--- config.mk ---
export PLATFORM = sky130hd
export DESIGN_NAME = lamp_surge_recharge_level_core
export DESIGN_NICKNAME = d
export VERILOG_FILES = /design/src/rtl/core/lsrl_pkg.sv /design/src/rtl/core/lsrl_div.sv /design/src/rtl/core/lsrl_dp.sv /design/src/rtl/core/lsrl_ctrl.sv /design/src/rtl/core/lamp_surge_recharge_level_core.sv
export SDC_FILE = /design/constraint.sdc
export NUM_CORES = 2
export LEC_CHECK = 0
export BUFFER_PORTS_ARGS = -buffer_cell sky130_fd_sc_hd__buf_2
export CORE_MARGIN = 2
export CORE_UTILIZATION = 30
export CTS_CLUSTER_DIAMETER = 80
export DETAILED_ROUTE_END_ITERATION = 7
export GPL_TIMING_DRIVEN = 0
export SYNTH_ARGS = -nofsm -noshare
export SYNTH_HDL_FRONTEND = slang
export SYNTH_SLANG_ARGS = --single-unit
--- constraint.sdc ---
create_clock -name clk -period 19.7 [get_ports clk]
set_input_delay 3.94 -clock clk [delete_from_list [all_inputs] [get_ports clk]]
set_output_delay 3.94 -clock clk [all_outputs]
set_load 0.02 [all_outputs]
--- src/rtl/core/lsrl_pkg.sv ---
// ----------------------------------------------------------------------------
// lsrl_pkg
// Shared types and constants of the lamp surge and recharge level block.
// ----------------------------------------------------------------------------
package lsrl_pkg;

	localparam logic [7:0]  LEVEL_CEILING = 8'd255;
	localparam logic [31:0] CHARGE_DIV    = 32'd100000;
	localparam logic [31:0] MS_PER_S      = 32'd1000;

	localparam logic [2:0] REG_LEVEL_FLOOR = 3'd0;
	localparam logic [2:0] REG_SURGE_MIN   = 3'd1;
	localparam logic [2:0] REG_SURGE_MAX   = 3'd2;
	localparam logic [2:0] REG_DROP_MIN    = 3'd3;
	localparam logic [2:0] REG_DROP_MAX    = 3'd4;
	localparam logic [2:0] REG_GAP_MIN     = 3'd5;
	localparam logic [2:0] REG_GAP_MAX     = 3'd6;
	localparam logic [2:0] REG_RATE        = 3'd7;

	typedef enum logic [3:0] {
		OP_NONE,
		OP_CAPTURE,
		OP_CH_DIFF,
		OP_CH_MUL,
		OP_CH_APPLY,
		OP_SG_DRAW,
		OP_SG_SCALE,
		OP_SG_BEGIN,
		OP_GP_DRAW,
		OP_GP_SCALE,
		OP_GP_END,
		OP_IP_PREP,
		OP_IP_MUL,
		OP_IP_APPLY,
		OP_PUBLISH
	} dp_op_t;

	typedef enum logic [4:0] {
		ST_IDLE,
		ST_CHECK,
		ST_CH_DIFF,
		ST_CH_MUL,
		ST_CH_DIV,
		ST_CH_WAIT,
		ST_CH_APPLY,
		ST_SG_DRAW,
		ST_SG_SCALE,
		ST_SG_BEGIN,
		ST_SG_TEST,
		ST_GP_DRAW,
		ST_GP_SCALE,
		ST_GP_END,
		ST_IP_PREP,
		ST_IP_DIV,
		ST_IP_WAIT,
		ST_IP_MUL,
		ST_IP_APPLY,
		ST_FINAL,
		ST_DONE
	} ctrl_state_t;

	typedef struct packed {
		dp_op_t op;
		logic   div_start;
	} dp_cmd_t;

	typedef struct packed {
		logic gt_start;
		logic gt_end;
		logic active;
		logic div_done;
	} dp_stat_t;

endpackage

--- src/rtl/core/lsrl_div.sv ---
// ----------------------------------------------------------------------------
// lsrl_div
// Iterative restoring divider with an 8-bit quotient saturated at 255.
// ----------------------------------------------------------------------------
module lsrl_div import lsrl_pkg::*; (
	input  logic        clk,
	input  logic        arst_n,
	input  logic        start,
	input  logic [47:0] dividend,
	input  logic [31:0] divisor,
	output logic        done,
	output logic [7:0]  quotient
);

	logic        busy_q;
	logic        done_q;
	logic [2:0]  cnt_q;
	logic [39:0] rem_q;
	logic [31:0] dvs_q;
	logic [7:0]  quo_q;
	logic [39:0] trial;
	logic        sat;
	logic        fits;

	assign sat   = dividend >= {8'b0, divisor, 8'b0};
	assign trial = {8'b0, dvs_q} << cnt_q;
	assign fits  = rem_q >= trial;

	always_ff @(posedge clk or negedge arst_n) begin
		if (!arst_n) begin
			busy_q <= 1'b0;
			done_q <= 1'b0;
			cnt_q  <= 3'd0;
		end else begin
			done_q <= 1'b0;
			if (start) begin
				busy_q <= !sat;
				done_q <= sat;
				cnt_q  <= 3'd7;
			end else if (busy_q) begin
				cnt_q <= cnt_q - 3'd1;
				if (cnt_q == 3'd0) begin
					busy_q <= 1'b0;
					done_q <= 1'b1;
				end
			end
		end
	end

	always_ff @(posedge clk) begin
		if (start) begin
			dvs_q <= divisor;
			rem_q <= dividend[39:0];
			quo_q <= sat ? 8'hFF : 8'h00;
		end else if (busy_q) begin
			quo_q <= {quo_q[6:0], fits};
			if (fits) begin
				rem_q <= rem_q - trial;
			end
		end
	end

	assign done     = done_q;
	assign quotient = quo_q;

endmodule

--- src/rtl/core/lsrl_dp.sv ---
// ----------------------------------------------------------------------------
// lsrl_dp
// Datapath: configuration, lamp state, arithmetic steps and output word.
// ----------------------------------------------------------------------------
module lsrl_dp import lsrl_pkg::*; (
	input  logic        clk,
	input  logic        arst_n,
	input  logic        cfg_we,
	input  logic [2:0]  cfg_index,
	input  logic [15:0] cfg_data,
	input  logic [31:0] now_ms,
	input  logic [15:0] rand_duration,
	input  logic [7:0]  rand_drop,
	input  logic [15:0] rand_gap,
	input  dp_cmd_t     cmd,
	output dp_stat_t    stat,
	output logic [7:0]  lamp_level,
	output logic        surging
);

	logic [7:0]  level_floor_q;
	logic [15:0] surge_min_q;
	logic [15:0] surge_max_q;
	logic [7:0]  drop_min_q;
	logic [7:0]  drop_max_q;
	logic [15:0] gap_min_q;
	logic [15:0] gap_max_q;
	logic [15:0] rate_q;

	logic        active_q;
	logic [31:0] start_q;
	logic [31:0] end_q;
	logic [31:0] last_q;
	logic [7:0]  level_q;
	logic [7:0]  lvl_start_q;
	logic [7:0]  target_q;

	logic [31:0] now_q;
	logic [15:0] rdur_q;
	logic [7:0]  rdrop_q;
	logic [15:0] rgap_q;
	logic [31:0] t_q;
	logic [47:0] prod_q;
	logic [31:0] divisor_q;
	logic [31:0] draw16_q;
	logic [15:0] draw8_q;
	logic [15:0] dur_q;
	logic [7:0]  drop_q;
	logic [16:0] lerp_q;
	logic        up_q;
	logic [7:0]  lamp_level_q;
	logic        surging_q;

	logic [31:0] upto;
	logic [8:0]  sum9;
	logic [7:0]  low;
	logic [31:0] pos;
	logic [39:0] frac_num;
	logic        up;
	logic [7:0]  delta;
	logic [8:0]  frac_p1;
	logic [7:0]  step;
	logic        div_done;
	logic [7:0]  quo;

	lsrl_div u_div (
		.clk      (clk),
		.arst_n   (arst_n),
		.start    (cmd.div_start),
		.dividend (prod_q),
		.divisor  (divisor_q),
		.done     (div_done),
		.quotient (quo)
	);

	assign upto     = (now_q < start_q) ? now_q : start_q;
	assign sum9     = {1'b0, level_q} + {1'b0, quo};
	assign low      = (level_q > drop_q) ? (level_q - drop_q) : 8'd0;
	assign pos      = now_q - start_q;
	assign frac_num = {pos, 8'b0} - {8'b0, pos};
	assign up       = target_q > lvl_start_q;
	assign delta    = up ? (target_q - lvl_start_q) : (lvl_start_q - target_q);
	assign frac_p1  = {1'b0, quo} + 9'd1;
	assign step     = lerp_q[15:8];

	assign stat.gt_start = now_q > start_q;
	assign stat.gt_end   = now_q > end_q;
	assign stat.active   = active_q;
	assign stat.div_done = div_done;

	always_ff @(posedge clk or negedge arst_n) begin
		if (!arst_n) begin
			level_floor_q <= 8'd0;
			surge_min_q   <= 16'd1;
			surge_max_q   <= 16'd5;
			drop_min_q    <= 8'd20;
			drop_max_q    <= 8'd100;
			gap_min_q     <= 16'd10;
			gap_max_q     <= 16'd60;
			rate_q        <= 16'd100;
		end else if (cfg_we) begin
			case (cfg_index)
				REG_LEVEL_FLOOR: level_floor_q <= cfg_data[7:0];
				REG_SURGE_MIN:   surge_min_q   <= cfg_data;
				REG_SURGE_MAX:   surge_max_q   <= cfg_data;
				REG_DROP_MIN:    drop_min_q    <= cfg_data[7:0];
				REG_DROP_MAX:    drop_max_q    <= cfg_data[7:0];
				REG_GAP_MIN:     gap_min_q     <= cfg_data;
				REG_GAP_MAX:     gap_max_q     <= cfg_data;
				REG_RATE:        rate_q        <= cfg_data;
				default: ;
			endcase
		end
	end

	always_ff @(posedge clk or negedge arst_n) begin
		if (!arst_n) begin
			active_q    <= 1'b0;
			start_q     <= 32'd0;
			end_q       <= 32'd0;
			last_q      <= 32'd0;
			level_q     <= LEVEL_CEILING;
			lvl_start_q <= 8'd0;
			target_q    <= 8'd0;
		end else begin
			case (cmd.op)
				OP_CH_DIFF: begin
					last_q <= upto;
				end
				OP_CH_APPLY: begin
					level_q <= (sum9 > {1'b0, LEVEL_CEILING}) ? LEVEL_CEILING : sum9[7:0];
				end
				OP_SG_BEGIN: begin
					end_q       <= now_q + ({16'b0, dur_q} * MS_PER_S);
					lvl_start_q <= level_q;
					target_q    <= (low > level_floor_q) ? low : level_floor_q;
					active_q    <= 1'b1;
				end
				OP_GP_END: begin
					active_q <= 1'b0;
					level_q  <= target_q;
					last_q   <= end_q;
					start_q  <= end_q + ({16'b0, dur_q} * MS_PER_S);
				end
				OP_IP_APPLY: begin
					level_q <= up_q ? (lvl_start_q + step) : (lvl_start_q - step);
					last_q  <= now_q;
				end
				default: ;
			endcase
		end
	end

	always_ff @(posedge clk) begin
		case (cmd.op)
			OP_CAPTURE: begin
				now_q   <= now_ms;
				rdur_q  <= rand_duration;
				rdrop_q <= rand_drop;
				rgap_q  <= rand_gap;
			end
			OP_CH_DIFF: begin
				t_q <= upto - last_q;
			end
			OP_CH_MUL: begin
				prod_q    <= {16'b0, t_q} * {32'b0, rate_q};
				divisor_q <= CHARGE_DIV;
			end
			OP_SG_DRAW: begin
				draw16_q <= {16'b0, rdur_q} * {16'b0, surge_max_q - surge_min_q};
				draw8_q  <= {8'b0, rdrop_q} * {8'b0, drop_max_q - drop_min_q};
			end
			OP_SG_SCALE: begin
				dur_q  <= surge_min_q + draw16_q[31:16];
				drop_q <= drop_min_q + draw8_q[15:8];
			end
			OP_GP_DRAW: begin
				draw16_q <= {16'b0, rgap_q} * {16'b0, gap_max_q - gap_min_q};
			end
			OP_GP_SCALE: begin
				dur_q <= gap_min_q + draw16_q[31:16];
			end
			OP_IP_PREP: begin
				prod_q    <= {8'b0, frac_num};
				divisor_q <= end_q - start_q;
			end
			OP_IP_MUL: begin
				lerp_q <= {9'b0, delta} * {8'b0, frac_p1};
				up_q   <= up;
			end
			OP_PUBLISH: begin
				lamp_level_q <= level_q;
				surging_q    <= active_q;
			end
			default: ;
		endcase
	end

	assign lamp_level = lamp_level_q;
	assign surging    = surging_q;

endmodule

--- src/rtl/core/lsrl_ctrl.sv ---
// ----------------------------------------------------------------------------
// lsrl_ctrl
// Controller: sequences charge, surge and interpolation steps for one word.
// ----------------------------------------------------------------------------
module lsrl_ctrl import lsrl_pkg::*; (
	input  logic     clk,
	input  logic     arst_n,
	input  logic     in_valid,
	output logic     in_stall,
	output logic     out_valid,
	input  logic     out_stall,
	input  dp_stat_t stat,
	output dp_cmd_t  cmd
);

	ctrl_state_t state_q;
	ctrl_state_t state_n;
	logic        final_q;
	logic        final_n;
	logic        out_valid_q;
	logic        out_valid_n;

	always_ff @(posedge clk or negedge arst_n) begin
		if (!arst_n) begin
			state_q     <= ST_IDLE;
			final_q     <= 1'b0;
			out_valid_q <= 1'b0;
		end else begin
			state_q     <= state_n;
			final_q     <= final_n;
			out_valid_q <= out_valid_n;
		end
	end

	always_comb begin
		state_n       = state_q;
		final_n       = final_q;
		out_valid_n   = out_valid_q && out_stall;
		cmd.op        = OP_NONE;
		cmd.div_start = 1'b0;
		case (state_q)
			ST_IDLE: begin
				if (in_valid) begin
					cmd.op  = OP_CAPTURE;
					state_n = ST_CHECK;
				end
			end
			ST_CHECK: begin
				if (stat.gt_start) begin
					if (!stat.active) begin
						final_n = 1'b0;
						state_n = ST_CH_DIFF;
					end else begin
						state_n = ST_SG_TEST;
					end
				end else begin
					state_n = ST_FINAL;
				end
			end
			ST_CH_DIFF: begin
				cmd.op  = OP_CH_DIFF;
				state_n = ST_CH_MUL;
			end
			ST_CH_MUL: begin
				cmd.op  = OP_CH_MUL;
				state_n = ST_CH_DIV;
			end
			ST_CH_DIV: begin
				cmd.div_start = 1'b1;
				state_n       = ST_CH_WAIT;
			end
			ST_CH_WAIT: begin
				if (stat.div_done) begin
					state_n = ST_CH_APPLY;
				end
			end
			ST_CH_APPLY: begin
				cmd.op  = OP_CH_APPLY;
				state_n = final_q ? ST_DONE : ST_SG_DRAW;
			end
			ST_SG_DRAW: begin
				cmd.op  = OP_SG_DRAW;
				state_n = ST_SG_SCALE;
			end
			ST_SG_SCALE: begin
				cmd.op  = OP_SG_SCALE;
				state_n = ST_SG_BEGIN;
			end
			ST_SG_BEGIN: begin
				cmd.op  = OP_SG_BEGIN;
				state_n = ST_SG_TEST;
			end
			ST_SG_TEST: begin
				state_n = stat.gt_end ? ST_GP_DRAW : ST_IP_PREP;
			end
			ST_GP_DRAW: begin
				cmd.op  = OP_GP_DRAW;
				state_n = ST_GP_SCALE;
			end
			ST_GP_SCALE: begin
				cmd.op  = OP_GP_SCALE;
				state_n = ST_GP_END;
			end
			ST_GP_END: begin
				cmd.op  = OP_GP_END;
				state_n = ST_FINAL;
			end
			ST_IP_PREP: begin
				cmd.op  = OP_IP_PREP;
				state_n = ST_IP_DIV;
			end
			ST_IP_DIV: begin
				cmd.div_start = 1'b1;
				state_n       = ST_IP_WAIT;
			end
			ST_IP_WAIT: begin
				if (stat.div_done) begin
					state_n = ST_IP_MUL;
				end
			end
			ST_IP_MUL: begin
				cmd.op  = OP_IP_MUL;
				state_n = ST_IP_APPLY;
			end
			ST_IP_APPLY: begin
				cmd.op  = OP_IP_APPLY;
				state_n = ST_FINAL;
			end
			ST_FINAL: begin
				if (!stat.active) begin
					final_n = 1'b1;
					state_n = ST_CH_DIFF;
				end else begin
					state_n = ST_DONE;
				end
			end
			ST_DONE: begin
				if (!out_valid_q || !out_stall) begin
					cmd.op      = OP_PUBLISH;
					out_valid_n = 1'b1;
					state_n     = ST_IDLE;
				end
			end
			default: begin
				state_n = ST_IDLE;
			end
		endcase
	end

	assign in_stall  = state_q != ST_IDLE;
	assign out_valid = out_valid_q;

endmodule

--- src/rtl/core/lamp_surge_recharge_level_core.sv ---
// ----------------------------------------------------------------------------
// lamp_surge_recharge_level_core
// Lamp level model with time-based recharge and random surges.
// ----------------------------------------------------------------------------
// Each input word carries a millisecond timestamp and three raw random draws;
// each one yields exactly one output word with the lamp level and the surge
// flag after the update. Both channels use valid and stall, and a word moves
// at a clock edge where valid is high and stall is low.
// One word is processed at a time. The time from acceptance to its result
// depends on the path it takes and on the eight-step iterative divider, which
// is used once for each recharge step and once for each interpolation step of
// a surge and skips its steps when its quotient saturates.
// The next word is accepted as soon as the previous result sits in the output
// register, even while the receiver still stalls it; a finished result then
// waits until the output register is free. The configuration registers are
// written through cfg_we, cfg_index and cfg_data and take effect at once; the
// user must write them only while the block is idle, which the block itself
// does not enforce.
// Reset clears the lamp state to full level with no surge in progress, loads
// the default configuration and empties the output register.
// ----------------------------------------------------------------------------
module lamp_surge_recharge_level_core import lsrl_pkg::*; (
	input  logic        clk,
	input  logic        arst_n,
	input  logic        cfg_we,
	input  logic [2:0]  cfg_index,
	input  logic [15:0] cfg_data,
	input  logic        in_valid,
	output logic        in_stall,
	input  logic [31:0] now_ms,
	input  logic [15:0] rand_duration,
	input  logic [7:0]  rand_drop,
	input  logic [15:0] rand_gap,
	output logic        out_valid,
	input  logic        out_stall,
	output logic [7:0]  lamp_level,
	output logic        surging
);

	dp_cmd_t  cmd;
	dp_stat_t stat;

	lsrl_ctrl u_ctrl (
		.clk       (clk),
		.arst_n    (arst_n),
		.in_valid  (in_valid),
		.in_stall  (in_stall),
		.out_valid (out_valid),
		.out_stall (out_stall),
		.stat      (stat),
		.cmd       (cmd)
	);

	lsrl_dp u_dp (
		.clk           (clk),
		.arst_n        (arst_n),
		.cfg_we        (cfg_we),
		.cfg_index     (cfg_index),
		.cfg_data      (cfg_data),
		.now_ms        (now_ms),
		.rand_duration (rand_duration),
		.rand_drop     (rand_drop),
		.rand_gap      (rand_gap),
		.cmd           (cmd),
		.stat          (stat),
		.lamp_level    (lamp_level),
		.surging       (surging)
	);

endmodule

==> flow_summary.yaml <==
outcome:
  outcome: "completed"
logic_synthesis:
  syn_area_um2: 77560
  synth_fp_nets: 10330
  ys.flop_type: "edfxtp_1"
  ys_seq_area_share_pct: 20.46
  yosys_warnings: 0
  ys_ff_latch: 567
  avgSynthCellArea_um2: 9.162
  synth_edf_count: 330
  synth_cell_types: 88
  syn_inst: 8466
  synthArstFlopShare_pct: 41.80
drt:
  vias_per_cell: 5.105
  drc: 0
  antenna_left: 0
  drt_wl_total_um: 241700
  first_pass_iters: 6
  wire_per_inst_um: 19.95
  drt_iter0_drc: 4829
  via_count: 61850
global_route:
  grt_pass1_wl_um: 372300
  grt_pass1_vias: 63410
  antenna_found_initial: 29
  grtUsageTotal_pct: 18.28
  grt_max_degree: 106
  top_usage_layer: "met2"
  grtUsageMet1_pct: 23.65
  grt_overflow: 0
  grtUsageMet2_pct: 30.66
  met3_usage_pct: 3.120
critical_path:
  crit_top_cell: "fa_1"
  max_stage_delay_ns: 0.58
  critPathRequiredTime_ns: 20.16
  cp_slowest_cell: "dfstp_2"
  cp.arrival_ns: 10.92
  endpoint_kind: "flip-flop"
  start_kind: "flip-flop"
  crit_type: "reg -> reg"
  worst-path-max-fanout: 10
worst_hold_path:
  hold_path_class: "reg -> reg"
clocking:
  numCtsBuffers: 76
  cts_hold_buf: 0
  post_cts_buffers: 0
  cts.sinks: 567
  clock_latency_ns: 0.75
  clock_path_buffers: 3
  root_buffer: "clkbuf_16"
  cts_htree_levels: 3
  ctsResizeCount: 0
  tritoncts: "yes"
  cts.reportedPaths.clkPinSlew_ns: 0.06
timing:
  hold_viol: 0
  worst_pin_slew_ns: 1.425
  tns_ns: 0
  slew_viol_final: 0
  min_period_ns: 10.46
  period_share_pct: 53.10
  finClkSkew_ns: 0.05286
  rsz0062_at_grt: "no"
  setup-violations-final: 0
  max-slew-margin-rel_pct: 4.279
  max_freq_ghz: 0.09559
final_layout:
  syn2layout_area_growth_pct: 9.872
  final_nets: 10520
  multi_input_area_um2: 55410
  final_common_cell: "inv_1"
  fillers: 26630
  drive_gt1_share_pct: 5.102
  ff_latch_area_um2: 15870
  mostFrequentLayoutCells: "inv_1, nand2_1, fa_1"
die:
  io_pins: 107
  core_area_um2: 256900
  initial_core_util_pct: 30.19
  rows: 186
  die-area_um2: 262600
  die_w_um: 512.5
  die_y_um: 512.5
place:
  hpwl_um: 201800
  gp_congestion: 0.9622
  portBuffers: 102
job:
  maxCapViolCount: 0
[cells by family (layout without fill, tap and decap cells)]
logic type | count (synthesis) | after routing | synth area share, %
buffers and inverters | 1680 | 1936 | 8.145
other | 0 | 10 | 0
flip-flops | 567 | 567 | 20.46
XOR/XNOR | 386 | 386 | 4.376
adder cells (fa/ha/maj) | 1767 | 1767 | 37.69
AND/OR/NAND/NOR | 2480 | 2480 | 14.86
AO/OA/AOI/OAI | 1413 | 1413 | 11.77
multiplexers | 173 | 173 | 2.691
[cell usage after synthesis, types with 13 or more instances]
master    number  area (um2)
dfstp_2       25       656.9
o21bai_1      55       412.9
o21ai_0      334        1672
xnor2_1      253        2216
nor2b_1       78       488.0
fa_1         949       19000
o311a_1       18       180.2
or2_2         21       131.4
and2_1       369        2308
a22oi_1       16       120.1
o211ai_1      34       255.2
nor3_1       102       510.5
xor2_1       132        1156
a221oi_1      34       297.8
a31oi_1       52       325.3
or3_1         38       237.7
a21o_1       171        1284
a21boi_0      17       127.6
mux4_2        18       405.4
ha_1         818       10230
o21a_1        58       435.4
edfxtp_1     330        9910
mux2i_1       51       510.5
o211a_1       15       150.1
dfrtp_1      212        5305
nor2_1       430        1614
o31a_1        26       227.7
a21oi_1      376        1882
mux2_2       104        1171
clkbuf_1     318        1194
buf_1         15       56.30
and3_1        28       175.2
o22ai_1       16       100.1
a211o_1       13       113.9
a211oi_1      32       240.2
inv_1       1337        5019
nand2_1     1092        4099
nand4_1       95       594.3
o31ai_1       33       247.7
nand2b_1      88       550.5
nand3_1       93       465.5
[routing by layer]
layer / wire (um) / vias up / part of all wire [%]
li1: - / 28200 / -
met1: 101600 / 31160 / 42
met2: 114500 / 2030 / 47
met3: 16320 / 447 / 6.8
met4: 9153 / 20 / 3.8
met5: 121 / - / 0.050
[critical path, delay by kind of cell, from the launching register on]
family	cells	cell delay (ns)
simple gates	3	0.55
flops	1	0.58
xor+xnor	2	0.49
buf+inv	5	0.61
fa+ha+maj	9	3.79
compound gates	19	4.18
[final cells by class]
cell class              count  area share, %
diodes                     10        0.02936
plain buffers             342          1.521
clock buffers              97          2.446
clock inverters            44         0.6284
inverters                1338          5.893
multi-input cells        6219          65.02
flip-flops and latches    567          18.62
well taps                3384          4.968
repair buffers            115         0.8750
[sequential cells by signal, indices dropped and copies added, names as in the netlist, 32 cells and up]
signal	cells
u_dp.t_q	32
u_dp.u_div.rem_q	40
u_dp.now_q	32
u_dp.prod_q	48
u_dp.u_div.dvs_q	32
u_dp.last_q	32
u_dp.divisor_q	32
u_dp.end_q	32
u_dp.start_q	32
[worst paths after layout]
path                       cells past startpoint  slack (ns)                        startpoint                              to
setup / recovery                              38        9.24   u_dp.surge_min_q[0]$_DFFE_PN1P_     u_dp.draw16_q[31]$_DFFE_PP_
hold / removal                                 0        0.41  u_dp.divisor_q[14]$_SDFFCE_PN0P_  u_dp.u_div.dvs_q[14]$_DFFE_PN_
setup reg to reg                              38        9.24   u_dp.surge_min_q[0]$_DFFE_PN1P_     u_dp.draw16_q[31]$_DFFE_PP_
hold reg to reg                                0        0.41  u_dp.divisor_q[14]$_SDFFCE_PN0P_  u_dp.u_div.dvs_q[14]$_DFFE_PN_
max in group asynchronous                      3       15.08                            arst_n      u_dp.rate_q[6]$_DFFE_PN1P_
min in group asynchronous                      1        3.20                            arst_n       u_dp.end_q[1]$_DFFE_PN0N_
[metrics by stage]
| stage | util [%] | setup slack (ns) | std cells | cell area [um2] | hold slack (ns) |
|---|---|---|---|---|---|
| after detailed placement | 32.14 | 9.263 | 11970 | 82580 | 0.4424 |
| after floorplan | - | 10.62 | 8466 | 77560 | 0.4264 |
| after CTS | 33.16 | 9.184 | 12110 | 85200 | 0.4277 |
| final | 33.17 | 9.238 | 12120 | 85220 | 0.4119 |
| after global placement | 32.04 | 9.361 | 11950 | 82310 | 0.4349 |
| after global routing | 33.16 | 8.569 | 12110 | 85200 | 0.4552 |
Power is left out: the tool's default activity adds up to more than one toggle a clock period on the data nets, which glitch-free logic cannot reach.
